**src/rtl/pphc_pkg.sv**
```systemverilog
// Shared types and constants for the positional pattern hit counter.
// No dependencies; imported by pphc_match and the top level.
package pphc_pkg;

    // Request type codes
    localparam logic [1:0] REQ_LOAD = 2'd0;
    localparam logic [1:0] REQ_SCAN = 2'd1;
    localparam logic [1:0] REQ_READ = 2'd2;

    // Result status codes
    localparam logic [1:0] ST_OK         = 2'd0;
    localparam logic [1:0] ST_FULL       = 2'd1;
    localparam logic [1:0] ST_NOT_LOADED = 2'd2;
    localparam logic [1:0] ST_SKIPPED    = 2'd3;

    // Match modes
    localparam logic [1:0] MODE_WHOLE = 2'd0;
    localparam logic [1:0] MODE_POS1  = 2'd1;
    localparam logic [1:0] MODE_POS2  = 2'd2;
    localparam logic [1:0] MODE_POS3  = 2'd3;

    // Configuration register indexes
    localparam logic [2:0] REG_MATCH_MODE = 3'd0;
    localparam logic [2:0] REG_ITEM_POS1  = 3'd1;
    localparam logic [2:0] REG_ITEM_POS2  = 3'd2;
    localparam logic [2:0] REG_ITEM_POS3  = 3'd3;
    localparam logic [2:0] REG_PAT_POS1   = 3'd4;
    localparam logic [2:0] REG_PAT_POS2   = 3'd5;
    localparam logic [2:0] REG_PAT_POS3   = 3'd6;
    localparam logic [2:0] REG_PAT_LEN    = 3'd7;

    // Header words that are never scanned, packed byte 0 in the low bits
    localparam logic [63:0] WORD_DATELINE = 64'h454E_494C_4554_4144;
    localparam logic [63:0] WORD_HEADLINE = 64'h454E_494C_4441_4548;
    localparam logic [7:0]  CHAR_SPACE    = 8'h20;

    localparam logic [3:0] PAT_LEN_RESET = 4'd8;
    localparam int unsigned MATCHED_W    = 11;

    typedef struct packed {
        logic [1:0] match_mode;
        logic [2:0] item_pos1;
        logic [2:0] item_pos2;
        logic [2:0] item_pos3;
        logic [2:0] pat_pos1;
        logic [2:0] pat_pos2;
        logic [2:0] pat_pos3;
        logic [3:0] pat_len;
    } t_cfg;

endpackage

```
**src/rtl/pphc_match.sv**
```systemverilog
// Compare unit: decides whether one stored pattern matches the scanned word.
// Depends on pphc_pkg (t_cfg, mode codes).
module pphc_match #(
    parameter int MAX_LEN = 8
) (
    input  logic [8*MAX_LEN-1:0] i_word,
    input  logic [8*MAX_LEN-1:0] i_pattern,
    input  pphc_pkg::t_cfg       i_cfg,
    output logic                 o_hit
);
    import pphc_pkg::*;

    logic [63:0] word_x;
    logic [63:0] pat_x;
    logic [7:0]  w1, w2, w3, p1, p2, p3;
    logic        whole_hit;

    // Letter at a chosen position; positions past MAX_LEN read as zero
    function automatic logic [7:0] letter_at(input logic [63:0] v, input logic [2:0] p);
        logic [7:0] b;
        b = v[{p, 3'b000} +: 8];
        return (32'(p) < MAX_LEN) ? b : 8'd0;
    endfunction

    assign word_x = 64'(i_word);
    assign pat_x  = 64'(i_pattern);

    assign w1 = letter_at(word_x, i_cfg.item_pos1);
    assign w2 = letter_at(word_x, i_cfg.item_pos2);
    assign w3 = letter_at(word_x, i_cfg.item_pos3);
    assign p1 = letter_at(pat_x, i_cfg.pat_pos1);
    assign p2 = letter_at(pat_x, i_cfg.pat_pos2);
    assign p3 = letter_at(pat_x, i_cfg.pat_pos3);

    // Whole-prefix compare over the first pat_len letters
    always_comb begin
        whole_hit = 1'b1;
        for (int i = 0; i < 8; i++) begin
            if ((4'(i) < i_cfg.pat_len) && (word_x[8*i +: 8] != pat_x[8*i +: 8])) begin
                whole_hit = 1'b0;
            end
        end
    end

    always_comb begin
        unique case (i_cfg.match_mode)
            MODE_WHOLE: o_hit = whole_hit;
            MODE_POS1:  o_hit = (w1 == p1);
            MODE_POS2:  o_hit = (w1 == p1) && (w2 == p2);
            MODE_POS3:  o_hit = (w1 == p1) && (w2 == p2) && (w3 == p3);
            default:    o_hit = 1'b0;
        endcase
    end

endmodule

```
**config.mk**
```make
export PLATFORM = sky130hd
export DESIGN_NAME = pphc_match
export DESIGN_NICKNAME = d
export VERILOG_FILES = /design/src/rtl/pphc_pkg.sv /design/src/rtl/pphc_match.sv
export SDC_FILE = /design/constraint.sdc
export NUM_CORES = 1
export LEC_CHECK = 0
export BUFFER_PORTS_ARGS = -buffer_cell sky130_fd_sc_hd__buf_2
export CORE_MARGIN = 5
export CORE_UTILIZATION = 48
export DETAILED_ROUTE_END_ITERATION = 7
export PLACE_DENSITY = 0.82
export SLEW_MARGIN = 10
export SYNTH_ARGS = -nofsm -noshare
export SYNTH_HDL_FRONTEND = slang
export SYNTH_SLANG_ARGS = --single-unit
```
**constraint.sdc**
```tcl
create_clock -name vclk -period 1.4
set_input_delay 0 -clock vclk [all_inputs]
set_output_delay 0 -clock vclk [all_outputs]
set_load 0.05 [all_outputs]
```
# Word-level counts from Yosys, hierarchy flattened
# Index checks and enable logic that the tools add are counted.
# op_classes
order_cmp	8
n_eq_ne	14
shift	6
mux	9
n_reduce_logical	11
# op_table
op	n
64-bit by 7-bit variable part select with 8-bit output	6
8-bit != test	8
8-bit == test	3
3-bit by 4-bit less-than comparator with 1-bit output, first input constant	4
1-bit logical AND	10
1-bit by 4-bit less-than comparator with 1-bit output, first input constant	2
2-bit by 4-bit less-than comparator with 1-bit output, first input constant	2
1-bit two-way mux	8
2-bit == test, second input constant	2
1-bit one-hot mux with 4 select lines	1
2-bit by 1-bit == test with 1-bit output, second input constant	1
2-bit logical NOT	1
# totals
ff_bits	0

# Logic depth before layout (Yosys ltp)
# depth
word_depth	11
depth_mapped	8

# Least setup slack after synthesis
# Ideal clock, no wire load.
# synth_path
path_kind	input to output
startpoint	input port i_cfg[10] (netlist name)
endpoint	output port o_hit
arrival_ns	2.592
required_time_ns	1.400
slack_ns	-1.192
path_stages	8
n_path_buf	2
cell_sequence	buf_4 buf_4 mux4_2 mux2i_1 xor2_1 nor3_1 o2111ai_1 o31ai_1
# synth_between
elab_chain_len	5
# synth_lines
element	line	source
start: declaration	pphc_match.sv:8	input pphc_pkg::t_cfg i_cfg,
64-bit by 7-bit variable part select with 8-bit output *	pphc_match.sv:21	b = v[{p, 3'b000} +: 8];
8-bit == test *	pphc_match.sv:48, pphc_match.sv:49, pphc_match.sv:50	
1-bit logical AND	pphc_match.sv:49, pphc_match.sv:50	
1-bit logical AND	pphc_match.sv:50	MODE_POS3: o_hit = (w1 == p1) && (w2 == p2) && (w3 == p3);
1-bit one-hot mux with 4 select lines *	pphc_match.sv:46	unique case (i_cfg.match_mode)
end: declaration	pphc_match.sv:9	output logic o_hit
# Mark *: on every way between the ends. The rest lies on a longest branch, timed or not.

# Final worst setup path
# Same ends and word-level chain as after synthesis.

==> key figures <==
Outcome
  – Run status: complete, but fails checks
  – Violated checks: negative setup slack

Critical path
  – Worst setup SP type: primary input
  – Crit path DAT: approximately 2.2 ns
  – Critical path class: in2out
  – Required time of the critical path: approximately 1.4 ns
  – CP max FO: 9
  – CP Capture Type: output pin

Yosys
  – Area leader, netlist: mux4_2
  – Post-Synthesis Cells: 326
  – Post-synth top area share: 47.3%
  – Syn Std Cell Area: 4000 sq um
  – Sequential area share after synthesis: 0%
  – Ys Warns: 0
  – Avg Cell Area, Syn: 12.3 sq um
  – Post-Syn Nets: 478
  – Top post-synthesis cells by area: mux4_2, xor2_1, mux2i_1
  – Synth cell types: 32

Final layout
  – Sequential cell area: 0 sq um
  – Ant. Diodes: 0
  – Layout area overhead: 63.7%
  – Cell area after layout: 6550 sq um
  – Seq cells: 0
  – Fin nets: 790
  – Cell Count, Final, Fillers Out: 741
  – Clock buffer count: 0
  – Layout cells sized above 1: approximately three quarters

Timing
  – Hold_ws: 0.595 ns
  – Final Max Slew Viols: 0
  – Setup violators final: 1
  – Final min period: 2.16 ns
  – PnR worst setup slack: -0.758 ns
  – Slew @ Worst Pin: roughly 0.41 ns
  – RSZ-0062 raised after global routing: yes
  – Final setup TNS: -0.758 ns
  – Normalized max-slew margin: 72.3%
  – Final hold vios: 0
  – Fin crit share: 154%
  – FMAX: 0.463 GHz

Global routing
  – First-pass GRT wire length: 28.2 mm
  – Vias in the first global route: 5029
  – Gr usage total: 36.3%
  – Grt total ovfl: 0
  – Largest net degree at the start of global routing: 18
  – Initial antenna violation count: 0

Place
  – Dpl cell area: 6080 sq um
  – Worst Setup Slack post-DPL: -0.945 ns
  – HPWL after DPL: 16.2 mm
  – Post-placement cell count: between 700 and 800
  – Routability Congestion: 1.06
  – Port Buffers: 153

Floorplanning
  – Die ar.: 10300 sq um
  – Die W: 101 microns
  – Height of the chip: 101 microns
  – Initial Util: 48.9%
  – Top Ports: 153
  – Core area: 8180 sq um
  – Cell row count: 33

Routing
  – Via count: ~5000
  – Routed vias/inst: between 6 and 7
  – # DRC: 0
  – Detail Route Antenna Nets: 0
  – Total wire length: 19.4 mm
  – DR WL/cell: 26.1 microns
  – Iter 0 DRT Violations: 505
  – First-pass DRT Iterations: 5

Pwr
  – Peak supply drop: 0.202 mV
  – Pwr per Cell Area: 389 nW/um^2
  – Leakage: a little under 3 nW

Min path
  – Worst min-delay path class: in2out

Job
  – Max Cap Violations: 0
[report_power, final]
part           switching, mW  internal, mW  leakage, nW
sequential                 0             0            0
combinational           1.19          1.35         2.94
clock                      0             0            0
total                   1.19          1.35         2.94
[cell families (layout without fill, tap and decap cells)]
logic type             count (synthesis)  in the layout  share of synthesized area, %
buffers and inverters                 28            338                          5.57
AND/OR/NAND/NOR                       46             46                          7.35
XOR/XNOR                              82             82                          18.0
AO/OA/AOI/OAI                         26             26                          4.35
multiplexers                         144            144                          64.8
[Yosys cell counts (all sizes together)]
| cell | instances |
|---|---|
| nor2 | 3 |
| o2111ai | 1 |
| buf | 26 |
| clkbuf | 1 |
| nand2 | 3 |
| a22oi | 6 |
| and3 | 6 |
| a2111oi | 2 |
| o31ai | 1 |
| nand2b | 6 |
| nor3 | 3 |
| inv | 1 |
| nor2b | 1 |
| a21oi | 11 |
| nor4 | 21 |
| a21boi | 2 |
| a41oi | 1 |
| nand4 | 3 |
| xnor2 | 1 |
| o41ai | 1 |
| o211ai | 1 |
| mux4 | 90 |
| mux2i | 54 |
| xor2 | 81 |
[cell type report]
cell class,count,area (sq um)
multi-input combinational,298,4070
timing repair buffer,337,2340
fill,506,1630
tap,105,131
inverter,1,3.75
[worst max-delay path, stage by stage]
cell and delay, ns:
buf_8 0.12, buf_12 0.13, mux4_2 0.52, mux2i_4 0.22, xor2_2 0.12, nor4_2 0.35
o2111ai_2 0.21, o31ai_4 0.29, buf_6 0.19
[what timing repair did]
| item | in CTS | in global routing |
|---|---|---|
| endpoints found under the setup margin | 1 | 1 |
| setup buffers | 8 | 9 |
| gates resized for setup | 39 | 38 |
| pin swaps | 10 | 10 |
| hold buffers | 0 | 0 |
[metal layers]
layer  global-route usage (%)  vias up  wire [microns]
li1                         -     2012               -
met1                     48.4     2410            6560
met2                     60.5      477            9370
met3                     7.16       87            2610
met4                     10.3        0             829
met5                        0        -               0
[final timing paths]
| check | startpoint | end | slack [ns] | cells past startpoint |
|---|---|---|---|---|
| max | i_cfg[10] | o_hit | -0.76 | 9 |
| min | i_cfg[23] | o_hit | 0.60 | 4 |
[cell usage in the layout (no fill, tap or decap)]
master | synthesis | final
a21oi_2 | 0 | 2
xor2_2 | 0 | 6
nand2_1 | 3 | 3
nand2b_4 | 1 | 1
mux4_1 | 6 | 5
nor4_4 | 0 | 3
o41ai_1 | 1 | 1
o211ai_1 | 1 | 1
and3_1 | 5 | 5
buf_2 | 4 | 142
mux2i_1 | 54 | 34
and3_4 | 1 | 1
nand4_1 | 3 | 3
mux2i_4 | 0 | 7
a2111oi_2 | 0 | 1
mux4_2 | 84 | 85
a21oi_1 | 11 | 9
nor2b_1 | 1 | 1
a22oi_1 | 6 | 6
a2111oi_1 | 0 | 1
buf_12 | 0 | 8
xnor2_1 | 1 | 1
xor2_1 | 81 | 75
nor4_1 | 19 | 14
buf_6 | 6 | 12
o31ai_4 | 0 | 1
inv_1 | 1 | 1
buf_4 | 14 | 171
a41oi_2 | 0 | 1
nor4_2 | 2 | 4
o2111ai_2 | 0 | 1
clkbuf_4 | 1 | 1
nor2_1 | 3 | 3
a21boi_0 | 2 | 2
buf_8 | 1 | 3
mux2i_2 | 0 | 13
nor3_2 | 0 | 3
nand2b_1 | 5 | 5
[through the flow]
| step | total power [mW] | util, % |
|---|---|---|
| after floorplan | 1.14 | - |
| after detailed placement | 2.20 | 74.4 |
| after CTS | 2.34 | 77.2 |
| final | 2.55 | 80.1 |
| after global placement | 2.14 | 74.4 |
| after global routing | 2.65 | 80.1 |
(Power assumes the default switching activity.)
